--- config.mk ---
export PLATFORM = sky130hd
export DESIGN_NAME = idle_confirmation_watcher_core
export DESIGN_NICKNAME = d
export VERILOG_FILES = /design/src/sv/icw_pkg.sv /design/src/sv/idle_confirmation_watcher_core.sv /design/src/sv/icw_cfg.sv /design/src/sv/icw_engine.sv
export SDC_FILE = /design/constraint.sdc
export NUM_CORES = 1
export LEC_CHECK = 0
export ABC_CLOCK_PERIOD_IN_PS = 7150
export BUFFER_PORTS_ARGS = -buffer_cell sky130_fd_sc_hd__buf_4
export CAP_MARGIN = 40
export CORE_ASPECT_RATIO = 1.25
export CORE_MARGIN = 2
export CORE_UTILIZATION = 44
export DETAILED_ROUTE_END_ITERATION = 16
export HOLD_SLACK_MARGIN = 0.08
export PLACE_DENSITY = 0.69
export SYNTH_ARGS = -nofsm -noshare
export SYNTH_HDL_FRONTEND = slang
export SYNTH_HIERARCHICAL = 1
export SYNTH_SLANG_ARGS = --single-unit
--- constraint.sdc ---
create_clock -name clk -period 7.15 [get_ports clk]
set_input_delay 0 -clock clk [delete_from_list [all_inputs] [get_ports clk]]
set_output_delay 0 -clock clk [all_outputs]
set_load 0.01 [all_outputs]
--- src/sv/icw_pkg.sv ---
package icw_pkg;

	localparam int DELAY_W = 16;
	localparam int COUNT_W = 3;
	localparam int IDLE_CHECKS_DEF = 4;
	localparam int ADDR_W = 3;
	localparam int DATA_W = 32;

	localparam logic [DELAY_W-1:0] CHECK_DELAY_RST = 16'd100;

	localparam logic [1:0] CMD_TICK     = 2'd0;
	localparam logic [1:0] CMD_ACTIVITY = 2'd1;
	localparam logic [1:0] CMD_RESTART  = 2'd2;
	localparam logic [1:0] CMD_NO_DELAY = 2'd3;

	localparam logic REG_CHECK_DELAY     = 1'b0;
	localparam logic REG_SOURCES_TRACKED = 1'b1;

	typedef struct packed {
		logic [1:0] command;
		logic       all_idle;
	} icw_item_t;

	typedef struct packed {
		logic idle_started;
		logic modified_seen;
		logic counting;
	} icw_result_t;

	typedef struct packed {
		logic [DELAY_W-1:0] check_delay;
		logic               sources_tracked;
	} icw_cfg_t;

endpackage

--- src/sv/idle_confirmation_watcher_core.sv ---
// channel   direction  handshake                  payload
// item      in         item_valid / item_stall    icw_item_t (command, all_idle)
// result    out        result_valid / result_stall icw_result_t (idle_started,
//                                                  modified_seen, counting)
// config    in         APB psel/penable/pwrite    check_delay, sources_tracked
//
// One item per cycle unless the result stalls; item_s1 then result_q hold it.
// The item register feeds the timer update and the result register in one pass.
// arst_n clears timers, count, flags and valid flags; config resets to defaults.
// A stalled result holds; the item stage holds behind it and stalls the input.
module idle_confirmation_watcher_core #(
	parameter int IDLE_CHECKS = icw_pkg::IDLE_CHECKS_DEF
) (
	input  logic                        clk,
	input  logic                        arst_n,
	input  logic                        item_valid,
	output logic                        item_stall,
	input  icw_pkg::icw_item_t          item,
	output logic                        result_valid,
	input  logic                        result_stall,
	output icw_pkg::icw_result_t        result,
	input  logic                        psel,
	input  logic                        penable,
	input  logic                        pwrite,
	input  logic [icw_pkg::ADDR_W-1:0]  paddr,
	input  logic [icw_pkg::DATA_W-1:0]  pwdata,
	output logic [icw_pkg::DATA_W-1:0]  prdata,
	output logic                        pready
);

	icw_pkg::icw_cfg_t    cfg;
	icw_pkg::icw_item_t   item_s1;
	logic                 valid_s1;
	icw_pkg::icw_result_t res_d;
	icw_pkg::icw_result_t result_q;
	logic                 result_valid_q;
	logic                 out_free;
	logic                 adv;
	logic                 take;

	assign out_free   = !result_valid_q || !result_stall;
	assign adv        = valid_s1 && out_free;
	assign item_stall = valid_s1 && !out_free;
	assign take       = item_valid && !item_stall;

	icw_cfg u_cfg (
		.clk     (clk),
		.arst_n  (arst_n),
		.psel    (psel),
		.penable (penable),
		.pwrite  (pwrite),
		.paddr   (paddr),
		.pwdata  (pwdata),
		.prdata  (prdata),
		.pready  (pready),
		.cfg     (cfg)
	);

	icw_engine #(
		.IDLE_CHECKS (IDLE_CHECKS)
	) u_engine (
		.clk    (clk),
		.arst_n (arst_n),
		.step   (adv),
		.item   (item_s1),
		.cfg    (cfg),
		.result (res_d)
	);

	always_ff @(posedge clk or negedge arst_n) begin
		if (!arst_n) begin
			valid_s1 <= 1'b0;
		end else if (take) begin
			valid_s1 <= 1'b1;
		end else if (adv) begin
			valid_s1 <= 1'b0;
		end
	end

	always_ff @(posedge clk) begin
		if (take) begin
			item_s1 <= item;
		end
	end

	always_ff @(posedge clk or negedge arst_n) begin
		if (!arst_n) begin
			result_valid_q <= 1'b0;
		end else if (adv) begin
			result_valid_q <= 1'b1;
		end else if (!result_stall) begin
			result_valid_q <= 1'b0;
		end
	end

	always_ff @(posedge clk) begin
		if (adv) begin
			result_q <= res_d;
		end
	end

	assign result_valid = result_valid_q;
	assign result       = result_q;

endmodule

--- src/sv/icw_cfg.sv ---
module icw_cfg (
	input  logic                          clk,
	input  logic                          arst_n,
	input  logic                          psel,
	input  logic                          penable,
	input  logic                          pwrite,
	input  logic [icw_pkg::ADDR_W-1:0]    paddr,
	input  logic [icw_pkg::DATA_W-1:0]    pwdata,
	output logic [icw_pkg::DATA_W-1:0]    prdata,
	output logic                          pready,
	output icw_pkg::icw_cfg_t             cfg
);

	logic [icw_pkg::DELAY_W-1:0] check_delay_q;
	logic                        sources_tracked_q;
	logic                        wr_en;
	logic                        reg_sel;

	assign pready  = 1'b1;
	assign reg_sel = paddr[2];
	assign wr_en   = psel && penable && pwrite && pready;

	always_ff @(posedge clk or negedge arst_n) begin
		if (!arst_n) begin
			check_delay_q     <= icw_pkg::CHECK_DELAY_RST;
			sources_tracked_q <= 1'b0;
		end else if (wr_en) begin
			unique case (reg_sel)
				icw_pkg::REG_CHECK_DELAY: begin
					check_delay_q <= pwdata[icw_pkg::DELAY_W-1:0];
				end
				icw_pkg::REG_SOURCES_TRACKED: begin
					sources_tracked_q <= pwdata[0];
				end
				default: begin
				end
			endcase
		end
	end

	always_comb begin
		prdata = '0;
		unique case (reg_sel)
			icw_pkg::REG_CHECK_DELAY: begin
				prdata[icw_pkg::DELAY_W-1:0] = check_delay_q;
			end
			icw_pkg::REG_SOURCES_TRACKED: begin
				prdata[0] = sources_tracked_q;
			end
			default: begin
			end
		endcase
	end

	assign cfg.check_delay     = check_delay_q;
	assign cfg.sources_tracked = sources_tracked_q;

endmodule

--- src/sv/icw_engine.sv ---
module icw_engine #(
	parameter int IDLE_CHECKS = icw_pkg::IDLE_CHECKS_DEF
) (
	input  logic                  clk,
	input  logic                  arst_n,
	input  logic                  step,
	input  icw_pkg::icw_item_t    item,
	input  icw_pkg::icw_cfg_t     cfg,
	output icw_pkg::icw_result_t  result
);

	localparam logic [icw_pkg::COUNT_W-1:0] LIMIT = icw_pkg::COUNT_W'(IDLE_CHECKS);

	logic                        post_act_q, post_act_d;
	logic [icw_pkg::DELAY_W-1:0] post_left_q, post_left_d;
	logic                        chk_act_q, chk_act_d;
	logic [icw_pkg::DELAY_W-1:0] chk_left_q, chk_left_d;
	logic [icw_pkg::COUNT_W-1:0] chk_cnt_q, chk_cnt_d;
	logic                        no_delay_q, no_delay_d;
	logic [icw_pkg::DELAY_W-1:0] load_val;
	logic                        started;
	logic                        modified;

	assign load_val = (cfg.check_delay == '0) ? icw_pkg::DELAY_W'(1) : cfg.check_delay;

	always_comb begin
		logic post_exp;
		logic chk_exp;
		post_act_d  = post_act_q;
		post_left_d = post_left_q;
		chk_act_d   = chk_act_q;
		chk_left_d  = chk_left_q;
		chk_cnt_d   = chk_cnt_q;
		no_delay_d  = no_delay_q;
		started     = 1'b0;
		modified    = 1'b0;
		post_exp    = post_act_q && (post_left_q <= icw_pkg::DELAY_W'(1));
		chk_exp     = chk_act_q && (chk_left_q <= icw_pkg::DELAY_W'(1));
		unique case (item.command)
			icw_pkg::CMD_TICK: begin
				if (post_act_q && !post_exp) begin
					post_left_d = post_left_q - icw_pkg::DELAY_W'(1);
				end
				if (chk_act_q && !chk_exp) begin
					chk_left_d = chk_left_q - icw_pkg::DELAY_W'(1);
				end
				if (post_exp) begin
					post_act_d  = 1'b0;
					post_left_d = '0;
					chk_cnt_d   = '0;
					no_delay_d  = 1'b0;
					chk_act_d   = 1'b1;
					chk_left_d  = load_val;
				end
				if (chk_exp) begin
					if (item.all_idle) begin
						if (no_delay_d || chk_cnt_d >= LIMIT) begin
							chk_act_d  = 1'b0;
							chk_left_d = '0;
							chk_cnt_d  = '0;
							no_delay_d = 1'b0;
							started    = cfg.sources_tracked;
						end else begin
							chk_cnt_d  = chk_cnt_d + icw_pkg::COUNT_W'(1);
							chk_act_d  = 1'b1;
							chk_left_d = load_val;
						end
					end else if (!no_delay_d) begin
						chk_act_d   = 1'b0;
						chk_left_d  = '0;
						chk_cnt_d   = '0;
						no_delay_d  = 1'b0;
						post_act_d  = 1'b1;
						post_left_d = load_val;
					end else begin
						chk_act_d  = 1'b1;
						chk_left_d = load_val;
					end
				end
			end
			icw_pkg::CMD_ACTIVITY: begin
				if (!no_delay_q) begin
					chk_act_d   = 1'b0;
					chk_left_d  = '0;
					chk_cnt_d   = '0;
					no_delay_d  = 1'b0;
					post_act_d  = 1'b1;
					post_left_d = load_val;
				end
				modified = 1'b1;
			end
			icw_pkg::CMD_RESTART: begin
				chk_act_d   = 1'b0;
				chk_left_d  = '0;
				chk_cnt_d   = '0;
				no_delay_d  = 1'b0;
				post_act_d  = 1'b1;
				post_left_d = load_val;
			end
			icw_pkg::CMD_NO_DELAY: begin
				chk_cnt_d  = '0;
				no_delay_d = 1'b1;
				chk_act_d  = 1'b1;
				chk_left_d = load_val;
			end
			default: begin
			end
		endcase
	end

	always_ff @(posedge clk or negedge arst_n) begin
		if (!arst_n) begin
			post_act_q  <= 1'b0;
			post_left_q <= '0;
			chk_act_q   <= 1'b0;
			chk_left_q  <= '0;
			chk_cnt_q   <= '0;
			no_delay_q  <= 1'b0;
		end else if (step) begin
			post_act_q  <= post_act_d;
			post_left_q <= post_left_d;
			chk_act_q   <= chk_act_d;
			chk_left_q  <= chk_left_d;
			chk_cnt_q   <= chk_cnt_d;
			no_delay_q  <= no_delay_d;
		end
	end

	assign result.idle_started  = started;
	assign result.modified_seen = modified;
	assign result.counting      = chk_act_d;

endmodule
==> flow_metrics.tcl, run 1 <==
set metrics [dict create \
    endpoint_kind "flip-flop" \
    cts_buffers 9 \
    fp.dieH_um 113 \
    synth_warnings 6 \
    grt_max_degree 58 \
    grt.busiest_layer "met2" \
    placed_cells 582 \
    hold_class "in2async" \
    syn_avg_cell_area_sq_um 9.48 \
    gp_congestion 0.871 \
    setup_viol 0 \
    cpMaxStageDelayCell "nor4_2" \
    p_per_area_nw_per_um2 347 \
    die_w_um 91.0 \
    drv_cap 0 \
    crit_chain "or3_1 > nor4_2 > nand3_1 > nand2b_1 > mux2_2 > o21ai_0" \
    p_comb_frac 0.396 \
    cts_tree "done" \
    post_synth_inst_count 439 \
    yosys-top-cells-area "dfrtp_1 32%, buf_4 4.5%, edfxtp_1 4.3%" \
    peakVddDrop_v 0.000123 \
    crit_path_max_incr_delay_ns 0.54 \
    globalRouteOverflowTotal 0 \
    dr_total_vias 3603 \
    synth_edf_count 6 \
    cts-root-buf "clkbuf_16" \
    clk_latency_ns 0.34 \
    status "complete, no violations" \
    antenna_cells 0 \
    nNetsFinal 548 \
    antenna_left 0 \
    first_global_vias 3566 \
    grt_usage 0.226 \
    fp.coreArea_sq_um 9170 \
    first_iter_violations 306 \
    maxSlewViolCount 0 \
    fin_ws_ns 4.15 \
    yosysSeqAreaShare 0.387 \
    arrival_ns 3.25 \
    synth_top_flop_cell "dfrtp_1" \
    worst_setup_path_start_kind "flip-flop" \
    required_ns 7.40 \
    clk_pin_slew_worst_paths_ns 0.05 \
    yosysMostFrequentCell "dfrtp_1" \
    p_int_mw 1.05 \
    area_growth_pct 20.6 \
    synth_top_area_cell "dfrtp_1" \
    num_rows 39 \
    synthDominantCellAreaShare 0.325 \
    p_seq_frac 0.359 \
    post-place-ws_ns 4.22 \
    fin_setup_tns_ns 0 \
    wl_per_cell_um 17.7 \
    synthTopCellsByCount "54 x dfrtp_1, 28 x nand2_1, 26 x nor2_1" \
    hpwl_mm 7.57 \
    grtUsageMet3 0.0486 \
    rsz0062_at_grt "false" \
    grt_pass1_wl_mm 18.2 \
    clock_sinks 63 \
    power_mw 1.74 \
    port_buffers 47 \
    p_leak_nw 2.15 \
    finClkSkew_ns 0.00612 \
    avgViaCountPerCell 5.78 \
    clock_path_buffers 2 \
    boundaryPins 83 \
    firstDrtPassIters 4 \
    hold_viol 0 \
    timing.max_slew.rel_slack 0.446 \
    max_freq_mhz 333 \
    cts.htree.levels 3 \
    crit_family "simple AND/OR/NAND/NOR gates" \
    drc 0 \
    critPathMaxFanout 14 \
    p_clk_frac 0.245 \
    worstMarginPinSlew_ns 0.828 \
    critical_path_buf_inv_count 0 \
    drive_gt1_frac 0.216 \
    start_util 0.454 \
    switching_share 0.397 \
    ys_types 67 \
    yosys_register_bits 63 \
    synthArstFlopShare 0.905 \
    min_period_ns 3.00 \
    met1_usage 0.275 \
    syn-cell-area_sq_um 4160 \
    dieArea_sq_um 10300 \
    antenna_found_initial 0 \
    fin_crit_sh 0.420 \
    fin_cells 623 \
    netSwitchingPower_mw 0.692 \
    cts_setup_buffers 0 \
    setup.worst_path.class "reg2reg" \
    routed_wl_mm 11.0 \
    met2_usage 0.384 \
]
==> worst reg2reg max path: cells and delay by family, from the launching register on <==
kind	cells	cell delay, ns
simple gates	4	1.94
compound gates	1	0.17
flops	1	0.41
mux	1	0.39
==> placed cells by master, fill, tap and decap left out, types with 6 or more instances in the layout <==
master,count
buf_4,47
ha_1,8
mux2_4,10
nor4_1,9
dfrtp_1,54
nand2_1,28
o21ai_0,25
mux2_2,11
clkbuf_16,9
mux2i_1,6
nand3_1,12
nor2_1,26
conb_1,17
or3_1,6
a21oi_1,17
nor2b_1,12
o22ai_1,7
a32o_1,6
nor3_1,16
edfxtp_1,6
dlygate4sd3_1,25
inv_1,22
o211ai_1,16
==> final timing paths <==
kind	from	to	slack [ns]	depth (start not counted)
max in group asynchronous	arst_n	u_cfg/check_delay_q[11]$_DFFE_PN0P_	6.40	2
setup / recovery	u_engine/chk_left_q[10]$_DFFE_PN0P_	u_engine/chk_left_q[4]$_DFFE_PN0P_	4.15	6
setup reg to reg	u_engine/chk_left_q[10]$_DFFE_PN0P_	u_engine/chk_left_q[4]$_DFFE_PN0P_	4.15	6
hold / removal	arst_n	u_engine/post_left_q[3]$_DFFE_PN0P_	0.27	2
hold reg to reg	valid_s1$_DFFE_PN0P_	result_valid$_DFFE_PN0P_	0.50	1
min in group clk	pwrite	u_cfg/check_delay_q[0]$_DFFE_PN0P_	0.32	3
==> flip-flops by register name, indices dropped and copies added, names as in the netlist <==
| register | count |
|---|---|
| u_engine/post_left_q | 16 |
| item_s1 | 3 |
| u_engine/no_delay_q | 1 |
| u_engine/chk_left_q | 16 |
| u_cfg/sources_tracked_q | 1 |
| u_engine/chk_cnt_q | 3 |
| u_engine/chk_act_q | 1 |
| result | 3 |
| u_cfg/check_delay_q | 16 |
| valid_s1 | 1 |
| u_engine/post_act_q | 1 |
| result_valid | 1 |
==> stage by stage <==
stage	cell area [sq um]	util	hold slack, ns
floorplan	4220	-	-0.296
global placement	4440	0.484	0.118
detailed placement	4480	0.488	0.114
CTS	5020	0.547	0.298
global route	5020	0.547	0.322
finish	5020	0.547	0.265
==> power groups by stage <==
stage               registers (mW)  clock network, mW  logic, mW
floorplan                    0.578                  0      0.536
finish                       0.626              0.427      0.690
CTS                          0.623              0.434      0.681
global placement             0.620                  0      0.636
global route                 0.646              0.454      0.759
detailed placement           0.625                  0      0.666
==> repair_timing <==
item	4_1_cts	5_1_grt
hold endpoints to repair	76	0
hold buffers	25	0
resized for setup	0	0
==> cell type report <==
cell class                      count  area, sq um
Clock buffer                       12          246
Clock inverter                      4         45.0
Fill cell                         813         4150
Inverter                           22         82.6
Multi-Input combinational cell    323         2240
Sequential cell                    63         1610
Tap cell                          123          154
Timing Repair Buffer               76          643
==> routing by layer <==
layer,wire [um],share of wire
met2,5760,0.52
met1,4510,0.41
met5,0,0
met4,305,0.028
met3,471,0.043
==> cell families (layout without fill, tap and decap cells) <==
group | Yosys count | count (layout) | synth area share
AND/OR/NAND/NOR | 153 | 153 | 0.214
other | 2 | 17 | 0.00180
buffers and inverters | 68 | 114 | 0.0887
AO/OA/AOI/OAI | 118 | 118 | 0.204
multiplexers | 27 | 27 | 0.0803
flip-flops | 63 | 63 | 0.387
adder cells (fa/ha/maj) | 8 | 8 | 0.0241
No activity file was read; power rests on OpenSTA's default activity.
==> run 2: changes to the inputs <==
--- a/config.mk
+++ b/config.mk
@@ -5,7 +5,8 @@
 export SDC_FILE = /design/constraint.sdc
 export NUM_CORES = 1
 export LEC_CHECK = 0
-export ABC_CLOCK_PERIOD_IN_PS = 7150
+export ABC_AREA = 1
+export ABC_CLOCK_PERIOD_IN_PS = 2600
 export BUFFER_PORTS_ARGS = -buffer_cell sky130_fd_sc_hd__buf_4
 export CAP_MARGIN = 40
 export CORE_ASPECT_RATIO = 1.25
@@ -13,7 +14,7 @@
 export CORE_UTILIZATION = 44
 export DETAILED_ROUTE_END_ITERATION = 16
 export HOLD_SLACK_MARGIN = 0.08
-export PLACE_DENSITY = 0.69
+export PLACE_DENSITY = 0.7
 export SYNTH_ARGS = -nofsm -noshare
 export SYNTH_HDL_FRONTEND = slang
 export SYNTH_HIERARCHICAL = 1
==> constraint.sdc (replaced) <==
create_clock -name clk -period 2.6 [get_ports clk]
set_input_delay 0 -clock clk [delete_from_list [all_inputs] [get_ports clk]]
set_output_delay 0 -clock clk [all_outputs]
set_load 0.01 [all_outputs]
==> run 2 against run 1 <==
  * Wire length grew 14%
  * Sequential power grew 150%
  * Final area grew 15%
  * Clock power grew to 3.0 times the previous value
  * Utilization shrank 2.1 points
  * Area after synthesis grew 18%
  * Synthesized cell count grew 62%
  * Die area grew 17%
  * Sequential share of layout area shrank 4.2 points
  * Global-route usage shrank 1.5 points
  * Critical path type unchanged
  * Largest power group unchanged
  * Highest routed layer unchanged
==> flow_metrics.tcl, run 2 <==
set metrics [dict create \
    status "complete, no violations" \
    dieArea_sq_um 12000 \
    power_mw 4.63 \
    grt_usage 0.211 \
    synthDominantCellAreaShare 0.275 \
    finClkSkew_ns 0.00470 \
    timing.max_slew.rel_slack 0.499 \
    hp-start "pwrite" \
    maxSlewViolCount 0 \
    syn-cell-area_sq_um 4910 \
    clk_pin_slew_worst_paths_ns 0.05 \
    r2r_start "u_engine/post_left_q[0]$_DFFE_PN0P_" \
    ys_types 40 \
    boundaryPins 83 \
    synthArstFlopShare 0.905 \
    grt_pass1_wl_mm 20.8 \
    synth_top_flop_cell "dfrtp_1" \
    yosys-top-cells-area "dfrtp_1 28%, nand2_1 18%, nand3_1 7.7%" \
    peakVddDrop_v 0.000547 \
    netSwitchingPower_mw 1.92 \
    grt_max_degree 58 \
    die_w_um 98.5 \
    drv_cap 0 \
    fp.coreArea_sq_um 11000 \
    p_int_mw 2.71 \
    fp.dieH_um 122 \
    switching_share 0.414 \
    globalRouteOverflowTotal 0 \
    cts_tree "done" \
    post_synth_inst_count 710 \
    wl_per_cell_um 13.7 \
    port_buffers 47 \
    fin_crit_sh 0.909 \
    antenna_cells 0 \
    reg.largest.list "u_cfg/check_delay_q x16, u_engine/chk_left_q x16, u_engine/post_left_q x16" \
    max_freq_mhz 423 \
    hold_class "in2reg" \
    min_period_ns 2.36 \
    crit_family "simple AND/OR/NAND/NOR gates" \
    cts-root-buf "clkbuf_16" \
    clock_sinks 63 \
    p_clk_frac 0.272 \
    rsz0062_at_grt "false" \
    fillCellCount 1062 \
    r2r_slack_ns 0.24 \
    clk_latency_ns 0.33 \
    clock_path_buffers 2 \
    synthTopCellsByCount "235 x nand2_1, 82 x inv_1, 76 x nand3_1" \
    hpwl_mm 8.85 \
    synth_warnings 6 \
    critPathMaxFanout 8 \
    fin_setup_tns_ns 0 \
    routed_wl_mm 12.5 \
    setup_viol 0 \
    holdPathStages 5 \
    final_util 0.526 \
    avgViaCountPerCell 5.21 \
    antenna_left 0 \
    crit_chain "clkinv_1 > ha_2 > inv_1 > nand2_1 > nand2_1 > nor2_2 > nand3_4 > buf_4 > nand2_1 > inv_1 > ha_1 > nand4_1 > o21ai_0 > nand2_1 > nand2_1" \
    nNetsFinal 826 \
    area_growth_pct 17.5 \
    p_per_area_nw_per_um2 802 \
    crit_path_max_incr_delay_ns 0.41 \
    critical_path_buf_inv_count 4 \
    yosysSeqAreaShare 0.328 \
    cp_common_cell "nand2_1" \
    cts_buffers 9 \
    worstMarginPinSlew_ns 0.751 \
    drive_gt1_frac 0.175 \
    gp_congestion 0.975 \
    first_global_vias 4503 \
    reg2reg_depth 15 \
    yosys_register_bits 63 \
    p_seq_frac 0.335 \
    required_ns 2.81 \
    hold_viol 0 \
    num_rows 43 \
    setup.worst_path.class "reg2reg" \
    dr_total_vias 4753 \
    cts_setup_buffers 0 \
    final_cell_mix "235 x nand2_1, 82 x inv_1, 76 x nand3_1" \
    synth_edf_count 6 \
    placed_cells 872 \
    cpMaxStageDelayCell "dfrtp_1" \
    syn_avg_cell_area_sq_um 6.92 \
    holdPathEnd "u_cfg/check_delay_q[6]$_DFFE_PN1P_" \
    drc 0 \
    yosysMostFrequentCell "nand2_1" \
    synth_top_area_cell "dfrtp_1" \
    p_leak_nw 2.95 \
    worst_setup_path_start_kind "flip-flop" \
    start_util 0.448 \
    p_comb_frac 0.394 \
    antenna_found_initial 0 \
    endpoint_kind "flip-flop" \
    arrival_ns 2.58 \
    r2r_end "u_engine/chk_cnt_q[1]$_DFFE_PN0P_" \
    first_iter_violations 326 \
    postLayoutCellArea_sq_um 5780 \
    firstDrtPassIters 5 \
    final_common_cell "nand2_1" \
    fin_cells 913 \
    dpl_cell_area_sq_um 5210 \
    cts.htree.levels 3 \
]
## run 2: routing by layer
metal | part of all wire | GRT usage | vias up
met5 | 0 | 0 | -
met4 | 0.026 | 0.0779 | 0
met2 | 0.52 | 0.386 | 145
met3 | 0.040 | 0.0258 | 25
met1 | 0.42 | 0.253 | 2229
li1 | - | - | 2354
## run 2: final cells by class
| type | instances | area (sq um) | area share |
|---|---|---|---|
| Multi-Input combinational cell | 532 | 2700 | 0.467 |
| Sequential cell | 63 | 1610 | 0.279 |
| Timing Repair Buffer | 79 | 656 | 0.114 |
| Inverter | 88 | 333 | 0.0576 |
| Clock buffer | 9 | 225 | 0.0390 |
| Tap cell | 135 | 169 | 0.0292 |
| Clock inverter | 7 | 87.6 | 0.0152 |
## run 2: worst max-delay path by stage
| stage | start | to | slack (ns) | depth (start not counted) |
|---|---|---|---|---|
| finish | u_engine/post_left_q[0]$_DFFE_PN0P_ | u_engine/chk_cnt_q[1]$_DFFE_PN0P_ | 0.24 | 15 |
| global route | u_engine/post_left_q[0]$_DFFE_PN0P_ | u_engine/chk_cnt_q[1]$_DFFE_PN0P_ | 0.03 | 15 |
| CTS | u_engine/post_left_q[0]$_DFFE_PN0P_ | u_engine/chk_cnt_q[1]$_DFFE_PN0P_ | 0.22 | 15 |
| detailed placement | u_engine/post_left_q[0]$_DFFE_PN0P_ | u_engine/chk_cnt_q[1]$_DFFE_PN0P_ | 0.24 | 15 |
| global placement | u_engine/post_left_q[0]$_DFFE_PN0P_ | u_engine/chk_cnt_q[1]$_DFFE_PN0P_ | 0.35 | 15 |
| floorplan | u_engine/post_left_q[0]$_DFFE_PN0P_ | result[0]$_DFFE_PP_ | 0.59 | 13 |
## run 2: repair_timing
item                                    in CTS  in global routing
gates resized for setup                      0                  1
hold buffers                                25                  0
hold endpoints to repair                    79                  0
endpoints found under the setup margin       0                  1
## run 2: worst register-to-register path: stages (launching register included)
cell,delay (ns)
dfrtp_1,0.41
clkinv_1,0.15
ha_2,0.24
inv_1,0.07
nand2_1,0.07
nand2_1,0.05
nor2_2,0.17
nand3_4,0.13
buf_4,0.22
nand2_1,0.08
inv_1,0.05
ha_1,0.29
nand4_1,0.09
o21ai_0,0.09
nand2_1,0.08
nand2_1,0.05
## run 2: power by group through the flow
| stage | sequential (mW) | combinational, mW | clock [mW] |
|---|---|---|---|
| finish | 1.55 | 1.83 | 1.26 |
| global route | 1.58 | 2.06 | 1.31 |
| CTS | 1.54 | 1.80 | 1.28 |
| detailed placement | 1.55 | 1.75 | 0 |
| global placement | 1.54 | 1.71 | 0 |
| floorplan | 1.46 | 1.41 | 0 |
## run 2: per-stage QoR
stage | hold slack (ns) | worst slack [ns]
floorplan | -0.296 | 0.586
global placement | 0.112 | 0.346
detailed placement | 0.119 | 0.239
CTS | 0.0868 | 0.222
global route | 0.110 | 0.0307
finish | 0.0938 | 0.238
## run 2: cell families after synthesis
family | count (synthesis) | share of synthesized area
and+or+nand+nor | 459 | 0.453
buffers and inverters | 130 | 0.136
DFF | 63 | 0.328
AOI/OAI and AO/OA | 47 | 0.0604
adders and majority gates | 8 | 0.0204
other | 2 | 0.00153
xor gates and xnor gates | 1 | 0.00178
